## config.mk

```make
export PLATFORM = sky130hd
export DESIGN_NAME = counter_rate_monitor_core
export DESIGN_NICKNAME = d
export VERILOG_FILES = /design/src/crm_pkg.sv /design/src/crm_ram.sv /design/src/crm_div.sv /design/src/counter_rate_monitor_core.sv
export SDC_FILE = /design/constraint.sdc
export NUM_CORES = 2
export LEC_CHECK = 0
export ABC_AREA = 1
export BUFFER_PORTS_ARGS = -buffer_cell sky130_fd_sc_hd__buf_4
export CAP_MARGIN = 20
export CORE_ASPECT_RATIO = 0.8
export CORE_MARGIN = 10
export CORE_UTILIZATION = 65
export CTS_BUF_LIST = sky130_fd_sc_hd__clkbuf_4 sky130_fd_sc_hd__clkbuf_8 sky130_fd_sc_hd__clkbuf_16
export DETAILED_ROUTE_END_ITERATION = 7
export PLACE_DENSITY = 0.85
export SYNTH_ARGS = -nofsm -noshare
export SYNTH_HDL_FRONTEND = slang
export SYNTH_SLANG_ARGS = --single-unit
```

## constraint.sdc

```tcl
create_clock -name clk -period 14.9 [get_ports clk]
set_clock_uncertainty 0.2 [all_clocks]
set_input_delay 0 -clock clk [delete_from_list [all_inputs] [get_ports clk]]
set_output_delay 0 -clock clk [all_outputs]
set_load 0.005 [all_outputs]
```

## src/crm_pkg.sv

```systemverilog
`timescale 1ns / 1ps
// ----------------------------------------------------------------------------
// crm_pkg: shared types and constants of the counter rate monitor
// Register indexes, monitor states, event modes, reset values and divider types.
// ----------------------------------------------------------------------------
package crm_pkg;

	localparam int unsigned WINDOW_DEF = 8;

	typedef enum logic [2:0] {
		REG_MIN_GAP   = 3'd0,
		REG_MAX_GAP   = 3'd1,
		REG_MAX_RATE  = 3'd2,
		REG_EMA_ALPHA = 3'd3,
		REG_FAIL_HOLD = 3'd4
	} reg_idx_t;

	typedef enum logic [1:0] {
		MODE_SAMPLE = 2'd0,
		MODE_FAIL   = 2'd1,
		MODE_LOGOUT = 2'd2,
		MODE_RSVD   = 2'd3
	} mode_t;

	typedef enum logic [1:0] {
		MST_INIT   = 2'd0,
		MST_LOGGED = 2'd1,
		MST_ERROR  = 2'd2,
		MST_OUT    = 2'd3
	} mstate_t;

	localparam logic [31:0] MIN_GAP_RST   = 32'd500;
	localparam logic [31:0] MAX_GAP_RST   = 32'd10000;
	localparam logic [31:0] MAX_RATE_RST  = 32'hFFFF_FFFF;
	localparam logic [15:0] ALPHA_RST     = 16'd19661;
	localparam logic [7:0]  FAIL_HOLD_RST = 8'd3;
	localparam logic [17:0] KB_MS_SCALE   = 18'd256000;

	typedef struct packed {
		logic        start;
		logic [63:0] dividend;
		logic [31:0] divisor;
	} div_req_t;

	typedef struct packed {
		logic        done;
		logic [63:0] quotient;
	} div_rsp_t;

endpackage

```

## src/crm_ram.sv

```systemverilog
`timescale 1ns / 1ps
// ----------------------------------------------------------------------------
// crm_ram: generic single-port RAM with registered read
// One write and one read of the same address per cycle; the read returns the old word.
// ----------------------------------------------------------------------------
module crm_ram #(
	parameter int unsigned WIDTH = 32,
	parameter int unsigned DEPTH = 8,
	localparam int unsigned AW = (DEPTH > 1) ? $clog2(DEPTH) : 1
) (
	input  logic             clk,
	input  logic             we,
	input  logic [AW-1:0]    addr,
	input  logic [WIDTH-1:0] wdata,
	output logic [WIDTH-1:0] rdata
);

	logic [WIDTH-1:0] mem [DEPTH];

	always_ff @(posedge clk) begin
		if (we) begin
			mem[addr] <= wdata;
		end
		rdata <= mem[addr];
	end

endmodule

```

## src/crm_div.sv

```systemverilog
`timescale 1ns / 1ps
// ----------------------------------------------------------------------------
// crm_div: shared restoring divider, one quotient bit per cycle
// 64-bit dividend by 32-bit divisor; done pulses after the last step.
// ----------------------------------------------------------------------------
module crm_div
	import crm_pkg::*;
(
	input  logic     clk,
	input  logic     arst_n,
	input  div_req_t req,
	output div_rsp_t rsp
);

	logic [63:0] quo_q;
	logic [31:0] rem_q;
	logic [31:0] dvs_q;
	logic [6:0]  cnt_q;
	logic        busy_q;
	logic        done_q;
	logic [33:0] trial;
	logic [32:0] shifted;

	assign shifted = {rem_q, quo_q[63]};
	assign trial   = {1'b0, shifted} - {2'b00, dvs_q};

	always_ff @(posedge clk or negedge arst_n) begin
		if (!arst_n) begin
			busy_q <= 1'b0;
			cnt_q  <= '0;
			done_q <= 1'b0;
		end else begin
			done_q <= 1'b0;
			if (req.start) begin
				busy_q <= 1'b1;
				cnt_q  <= '0;
			end else if (busy_q) begin
				cnt_q <= cnt_q + 7'd1;
				if (cnt_q == 7'd63) begin
					busy_q <= 1'b0;
					done_q <= 1'b1;
				end
			end
		end
	end

	always_ff @(posedge clk) begin
		if (req.start) begin
			quo_q <= req.dividend;
			rem_q <= '0;
			dvs_q <= req.divisor;
		end else if (busy_q) begin
			if (!trial[33]) begin
				rem_q <= trial[31:0];
				quo_q <= {quo_q[62:0], 1'b1};
			end else begin
				rem_q <= shifted[31:0];
				quo_q <= {quo_q[62:0], 1'b0};
			end
		end
	end

	assign rsp = {done_q, quo_q};

endmodule

```

## src/counter_rate_monitor_core.sv

```systemverilog
`timescale 1ns / 1ps
// ----------------------------------------------------------------------------
// counter_rate_monitor_core: windowed average and EMA transfer rate meter
// Steps: failure, logout and non-rate samples go from S_EVAL to S_OUT; a sample
//   that yields a rate runs two divisions on the shared divider (rate, then
//   window mean), ring access and, once the EMA is seeded, the EMA multiplies;
//   a zero gap skips the rate division.
// Throughput: one item at a time; ready is low while an item is in work.
// Reset: asynchronous, active low; registers to reset values, state init.
// ----------------------------------------------------------------------------
module counter_rate_monitor_core
	import crm_pkg::*;
#(
	parameter int unsigned WINDOW = WINDOW_DEF,
	localparam int unsigned PW = (WINDOW > 1) ? $clog2(WINDOW) : 1,
	localparam int unsigned FW = $clog2(WINDOW + 1),
	localparam int unsigned SW = 32 + FW
) (
	input  logic        clk,
	input  logic        arst_n,
	input  logic        cfg_we,
	input  logic [2:0]  cfg_index,
	input  logic [31:0] cfg_data,
	input  logic        in_valid,
	output logic        in_ready,
	input  logic [1:0]  mode,
	input  logic [31:0] time_ms,
	input  logic [39:0] count_kb,
	output logic        out_valid,
	input  logic        out_ready,
	output logic [1:0]  monitor_state,
	output logic [31:0] shown_rate,
	output logic        rate_ok,
	output logic [39:0] used_total,
	output logic        usage_known,
	output logic [7:0]  failures
);

	typedef enum logic [3:0] {
		S_IDLE, S_EVAL, S_RDIV, S_RCHK, S_RDOLD, S_SUM, S_MDIV, S_MUL1, S_MUL2,
		S_EMA, S_OUT
	} fsm_t;

	fsm_t        st_q;
	logic [31:0] min_gap_q, max_gap_q, max_rate_q;
	logic [15:0] alpha_q;
	logic [7:0]  fail_hold_q;
	logic [1:0]  mode_q;
	logic [31:0] time_q;
	logic [39:0] cnt_q;

	logic [PW-1:0] pos_q;
	logic [FW-1:0] fill_q;
	logic [SW-1:0] sum_q;
	logic [31:0]   smooth_q;
	logic          seeded_q;
	logic [31:0]   prev_time_q;
	logic [39:0]   prev_cnt_q;
	logic          have_base_q, base_pend_q;
	mstate_t       mst_q;
	logic          rok_q, uknown_q;
	logic [7:0]    fail_q;
	logic [31:0]   shown_q;
	logic [39:0]   used_q;
	logic [31:0]   gap_q;
	logic [39:0]   delta_q;
	logic [31:0]   inst_q;
	logic [31:0]   mean_q;
	logic [47:0]   acc_q;

	div_req_t    dreq;
	div_rsp_t    drsp;
	logic        ram_we;
	logic [31:0] ram_rd;
	logic [31:0] mul_a;
	logic [16:0] mul_b;
	logic [48:0] mul_p;
	logic [32:0] gap_full;
	logic [57:0] dkb;
	logic        div_go_q;

	crm_div u_div (.clk(clk), .arst_n(arst_n), .req(dreq), .rsp(drsp));

	crm_ram #(.WIDTH(32), .DEPTH(WINDOW)) u_ring (
		.clk(clk), .we(ram_we), .addr(pos_q), .wdata(inst_q), .rdata(ram_rd)
	);

	assign in_ready  = (st_q == S_IDLE);
	assign gap_full  = {1'b0, time_q} - {1'b0, prev_time_q};
	assign dkb       = delta_q * KB_MS_SCALE;
	assign ram_we    = (st_q == S_SUM);
	assign mul_a     = (st_q == S_MUL1) ? mean_q : smooth_q;
	assign mul_b     = (st_q == S_MUL1) ? {1'b0, alpha_q} : (17'h10000 - {1'b0, alpha_q});
	assign mul_p     = mul_a * mul_b;

	always_ff @(posedge clk or negedge arst_n) begin
		if (!arst_n) begin
			st_q        <= S_IDLE;
			min_gap_q   <= MIN_GAP_RST;
			max_gap_q   <= MAX_GAP_RST;
			max_rate_q  <= MAX_RATE_RST;
			alpha_q     <= ALPHA_RST;
			fail_hold_q <= FAIL_HOLD_RST;
			pos_q       <= '0;
			fill_q      <= '0;
			sum_q       <= '0;
			smooth_q    <= '0;
			seeded_q    <= 1'b0;
			prev_time_q <= '0;
			prev_cnt_q  <= '0;
			have_base_q <= 1'b0;
			base_pend_q <= 1'b0;
			mst_q       <= MST_INIT;
			rok_q       <= 1'b0;
			uknown_q    <= 1'b0;
			fail_q      <= '0;
			shown_q     <= '0;
			used_q      <= '0;
			out_valid   <= 1'b0;
			div_go_q    <= 1'b0;
		end else begin
			div_go_q <= 1'b0;
			if (cfg_we) begin
				case (cfg_index)
					REG_MIN_GAP:   min_gap_q   <= cfg_data;
					REG_MAX_GAP:   max_gap_q   <= cfg_data;
					REG_MAX_RATE:  max_rate_q  <= cfg_data;
					REG_EMA_ALPHA: alpha_q     <= cfg_data[15:0];
					REG_FAIL_HOLD: fail_hold_q <= cfg_data[7:0];
					default: ;
				endcase
			end
			case (st_q)
				S_IDLE: begin
					if (in_valid) begin
						mode_q <= mode;
						time_q <= time_ms;
						cnt_q  <= count_kb;
						st_q   <= S_EVAL;
					end
				end
				S_EVAL: begin
					st_q <= S_OUT;
					case (mode_q)
						MODE_SAMPLE: begin
							fail_q <= '0;
							if (cnt_q == '0 && uknown_q && used_q != '0) begin
								mst_q <= MST_LOGGED;
							end else begin
								used_q   <= cnt_q;
								uknown_q <= 1'b1;
								mst_q    <= MST_LOGGED;
								if (!have_base_q || base_pend_q) begin
									prev_time_q <= time_q;
									prev_cnt_q  <= cnt_q;
									have_base_q <= 1'b1;
									base_pend_q <= 1'b0;
								end else if (gap_full[32] || gap_full[31:0] < min_gap_q) begin
									st_q <= S_OUT;
								end else if (gap_full[31:0] > max_gap_q || cnt_q < prev_cnt_q) begin
									prev_time_q <= time_q;
									prev_cnt_q  <= cnt_q;
									rok_q       <= 1'b0;
								end else begin
									prev_time_q <= time_q;
									prev_cnt_q  <= cnt_q;
									gap_q       <= gap_full[31:0];
									delta_q     <= cnt_q - prev_cnt_q;
									if (gap_full[31:0] == '0) begin
										if (cnt_q != prev_cnt_q) begin
											shown_q <= '0;
											rok_q   <= 1'b1;
										end else begin
											inst_q <= '0;
											st_q   <= S_RDOLD;
										end
									end else begin
										div_go_q <= 1'b1;
										st_q     <= S_RDIV;
									end
								end
							end
						end
						MODE_FAIL: begin
							if (fail_q != 8'hFF) begin
								fail_q <= fail_q + 8'd1;
							end
							if (((fail_q != 8'hFF) ? fail_q + 8'd1 : fail_q) > fail_hold_q) begin
								mst_q <= MST_ERROR;
								rok_q <= 1'b0;
							end else if (mst_q == MST_INIT) begin
								mst_q <= MST_ERROR;
							end
							base_pend_q <= 1'b1;
							have_base_q <= 1'b0;
						end
						MODE_LOGOUT: begin
							fail_q      <= '0;
							mst_q       <= MST_OUT;
							rok_q       <= 1'b0;
							uknown_q    <= 1'b0;
							base_pend_q <= 1'b1;
							have_base_q <= 1'b0;
						end
						default: ;
					endcase
				end
				S_RDIV: begin
					if (drsp.done) begin
						st_q <= S_RCHK;
					end
				end
				S_RCHK: begin
					if (drsp.quotient > {32'd0, max_rate_q}) begin
						shown_q <= '0;
						rok_q   <= 1'b1;
						st_q    <= S_OUT;
					end else begin
						inst_q <= drsp.quotient[31:0];
						st_q   <= S_RDOLD;
					end
				end
				S_RDOLD: begin
					st_q <= S_SUM;
				end
				S_SUM: begin
					sum_q <= sum_q - SW'(ram_rd & {32{fill_q == FW'(WINDOW)}}) + SW'(inst_q);
					if (fill_q != FW'(WINDOW)) begin
						fill_q <= fill_q + FW'(1);
					end
					pos_q <= (pos_q == PW'(WINDOW - 1)) ? '0 : pos_q + PW'(1);
					st_q  <= S_MDIV;
				end
				S_MDIV: begin
					if (drsp.done) begin
						mean_q <= drsp.quotient[31:0];
						if (!seeded_q) begin
							smooth_q <= drsp.quotient[31:0];
							shown_q  <= drsp.quotient[31:0];
							seeded_q <= 1'b1;
							rok_q    <= 1'b1;
							st_q     <= S_OUT;
						end else begin
							st_q <= S_MUL1;
						end
					end
				end
				S_MUL1: begin
					acc_q <= mul_p[47:0];
					st_q  <= S_MUL2;
				end
				S_MUL2: begin
					acc_q <= acc_q + mul_p[47:0] + 48'd32768;
					st_q  <= S_EMA;
				end
				S_EMA: begin
					smooth_q <= acc_q[47:16];
					shown_q  <= acc_q[47:16];
					rok_q    <= 1'b1;
					st_q     <= S_OUT;
				end
				S_OUT: begin
					if (!out_valid) begin
						out_valid <= 1'b1;
					end else if (out_ready) begin
						out_valid <= 1'b0;
						st_q      <= S_IDLE;
					end
				end
				default: st_q <= S_IDLE;
			endcase
		end
	end

	always_comb begin
		dreq.start = 1'b0;
		dreq.dividend = {6'd0, dkb};
		dreq.divisor  = gap_q;
		if (div_go_q) begin
			dreq.start = 1'b1;
		end else if (st_q == S_SUM) begin
			dreq.start    = 1'b1;
			dreq.dividend = 64'(sum_q - SW'(ram_rd & {32{fill_q == FW'(WINDOW)}})
			                + SW'(inst_q));
			dreq.divisor  = 32'((fill_q == FW'(WINDOW)) ? fill_q : fill_q + FW'(1));
		end
	end

	assign monitor_state = mst_q;
	assign shown_rate    = shown_q;
	assign rate_ok       = rok_q;
	assign used_total    = used_q;
	assign usage_known   = uknown_q;
	assign failures      = fail_q;

endmodule

```

==> results.cfg <==
[outcome]
outcome = complete, but fails checks
failed_checks = design-rule violations

[synth]
synth-async-reset-ratio_pct = 35.4
synth_enable_flop_cells = 610
syn_area_per_cell_sq_um = 8.53
synth.yosys.seq_area_share_pct = 35.0
post_synth_num_cell_types = 64
yosys_most_used_dff = edfxtp_1
synth_cells = 9685
syn_std_cell_area_sq_um = 82600
synth_fp_nets = 11100
synth-seq-cells = 1043
ys_warn_count = 0

[setup_path]
worst-endpoint-required_ns = 15.19
reg2reg_slack_ns = 2.62
crit_fanout = 31
cpMaxStageDelayCell = dfstp_2
crit_family = adder cells
worst_setup_path_end_kind = flip-flop
critical_path_class = reg -> reg
reg2reg_depth = 41
critical_path.startpoint_type = flip-flop
cp_common_cell = nand2_1
critical_path.max_stage_delay_ns = 1.07
rr_startpoint = alpha_q[0]$_DFFE_PN1P_
critical_path_arrival_ns = 12.56
worstPathBufferInverterCount = 7
crit-reg2reg-capture = acc_q[38]$_DFFE_PP_

[clock_network]
total_cts_buffers = 102
holdBufCountCts = 212
cts_max_level = 3
cts_buffer_depth = 3
clock-sinks = 1043
cts_setup_buffers = 0
cts_root_buffer = clkbuf_16
post_cts.resized_instances = 0
clkSlewWorstSetupHoldPaths_ns = 0.07
clk-insertion-delay-late_ns = 0.77
cts_tree = done

[hold_path]
hp-class = in -> reg
whs_path_depth = 4
holdCritStartpoint = cfg_data[11]
hold_path_endpoint = alpha_q[11]$_DFFE_PN1P_

[timing]
setup_viol = 0
hold_slack_ns = 0.0676
slew_headroom_pct = 25.7
grt_setup_unrepaired = false
timing.final.crit_period_ns = 12.28
report.final.hold_viol_count = 0
pin_slew_with_the_least_headroom_to_its_limit_ns = 1.12
timing.fmax_ghz = 0.0815
final_max_slew_viol_count = 0
tns_ns = 0
layout_worst_path_cycle_share_pct = 82.4

[route]
ant_nets = 0
post_drt_via_cell_ratio = 6.07
drc_errors = 7
vias = 71600
detailedRoute.firstPassIterationCount = 8
totalWireLength_mm = 262
drtIter0Drc = 9181
post_drt_wl_per_cell_um = 22.2

[cells_and_area]
areaGrowthSynthToFinish_pct = 11.1
sequential_cell_area_sq_um = 28900
drive_above_1_share_pct = 6.27
fin_nets = 11400
fillers = 9013
total_area_of_multi_input_combinational_cells_sq_um = 46200
mostFrequentLayoutCell = nand2_1
most_used_cells_in_the_layout_excluding_fill_and_tap_cells = 2169 x nand2_1, 1785 x inv_1, 688 x o21ai_0

[die]
die-area_sq_um = 142000
die_height_um = 339
rows = 116
ios = 200
floorplan.initialDensity_pct = 65.7
core_area_sq_um = 126000
chipWidth_um = 419

[placement]
port_buffers = 199
gp_congestion = 1.01
hpwl_mm = 194

[run]
timing.max_cap.violations = 0

[global_route]
grt_start_max_net_pins = 139
grt_first_pass_wirelength_mm = 404
grt_pass1_vias = 71100
track_usage_pct = 36.2
globalRoute.totalOverflow = 0
grt_antenna_before_repair = 6
## worst max path at each step
stage / startpoint / end / slack, ns / cells past startpoint
final: alpha_q[0]$_DFFE_PN1P_ / acc_q[38]$_DFFE_PP_ / 2.62 / 41
after detailed placement: alpha_q[0]$_DFFE_PN1P_ / acc_q[46]$_DFFE_PP_ / 3.05 / 41
after floorplan: alpha_q[0]$_DFFE_PN1P_ / acc_q[46]$_DFFE_PP_ / 5.75 / 49
after global routing: alpha_q[0]$_DFFE_PN1P_ / acc_q[46]$_DFFE_PP_ / 2.01 / 48
after CTS: alpha_q[0]$_DFFE_PN1P_ / acc_q[46]$_DFFE_PP_ / 3.01 / 41
after global placement: alpha_q[0]$_DFFE_PN1P_ / acc_q[40]$_DFFE_PP_ / 3.28 / 43
## cell usage after synthesis (3+ instances only)
master    number  area share [%]
nor4_1        47            0.36
dfstp_2       53             1.7
xor2_1       139             1.5
buf_2         26            0.16
and3_1         6           0.045
a21oi_2        3           0.032
ha_1         637             9.6
dfxtp_1       64             1.6
o21ai_1       32            0.19
nand3b_1      16            0.15
nand2_2       11           0.083
o31ai_1        8           0.073
a221oi_1      30            0.32
nor2_1       699             3.2
a31oi_1       55            0.42
a21o_1        32            0.29
o211ai_1      43            0.39
buf_6          5           0.068
o221ai_1      15            0.16
and2_1        10           0.076
a21oi_1      583             3.5
nand2_1     2171             9.9
o21ai_0      690             4.2
o21bai_1      32            0.29
clkbuf_1     192            0.87
nor2_2         9           0.068
o21a_1        28            0.25
nor3_1        88            0.53
xnor2_1       93            0.99
nand3_1      230             1.4
o21ai_2        6           0.064
buf_1          9           0.041
inv_1       1788             8.1
a211oi_1       9           0.082
o22ai_1       13           0.098
inv_2          8           0.036
edfxtp_1     610              22
a21boi_0       8           0.073
a22oi_1       44            0.40
clkinv_1       9           0.041
nand4_1      103            0.78
a22o_1        28            0.30
dfrtp_1      316             9.6
fa_1         636              15
or2_2         25            0.19
## area by class of cell
class / instances / share of cell area (%)
Timing Repair Buffer: 490 / 4.72
Inverter: 1805 / 7.38
Antenna cell: 4 / 0.0109
Multi-Input combinational cell: 6604 / 50.3
Clock buffer: 143 / 3.31
Clock inverter: 50 / 0.510
Sequential cell: 1043 / 31.5
Tap cell: 1652 / 2.25
## through the flow
| stage | setup WS (ns) | cell area (sq um) | std cells | utilization [%] |
|---|---|---|---|---|
| global placement | 3.28 | 86000 | 11400 | 68.4 |
| finish | 2.62 | 91800 | 11800 | 73.0 |
| global route | 2.01 | 91800 | 11800 | 73.0 |
| detailed placement | 3.05 | 86000 | 11400 | 68.4 |
| floorplan | 5.75 | 82600 | 9685 | - |
| CTS | 3.01 | 91700 | 11800 | 72.9 |
## logic make-up after synthesis
kind of cell | count (synthesis) | share of synthesized area (%)
flip-flops | 1043 | 35.0
multiplexers | 1 | 0.0136
AND/OR/NAND/NOR | 3427 | 16.9
AO/OA/AOI/OAI | 1671 | 11.3
XOR/XNOR | 232 | 2.46
buffers and inverters | 2038 | 9.35
adder cells (fa/ha/maj) | 1273 | 25.1
## worst register-to-register path, delay by kind of cell, from the launching register on
kind | cells | cell delay (ns)
AO/OA/AOI/OAI | 8 | 2.73
XOR/XNOR | 1 | 0.35
adder cells (fa/ha/maj) | 10 | 4.66
buffers and inverters | 7 | 1.18
flip-flops | 1 | 1.07
AND/OR/NAND/NOR | 15 | 1.84
## per-layer routing
layer	share of wire, %	track usage, %	vias up
met5	0.0034	0	-
met4	4.7	13.7	2
met3	12	8.43	865
met2	43	54.5	4549
met1	40	50.8	34300
li1	-	-	31900
## sequential cells by signal (all words and copies together), names as in the netlist, 36 cells and up
name and cells:
u_div.quo_q 64, prev_cnt_q 40, u_ring.mem 256, acc_q 48
delta_q 40, cnt_q 40, sum_q 36, used_total 40
Power is not shown: default switching activity piles up to over one toggle a cycle in this logic, so the estimate is an artifact.
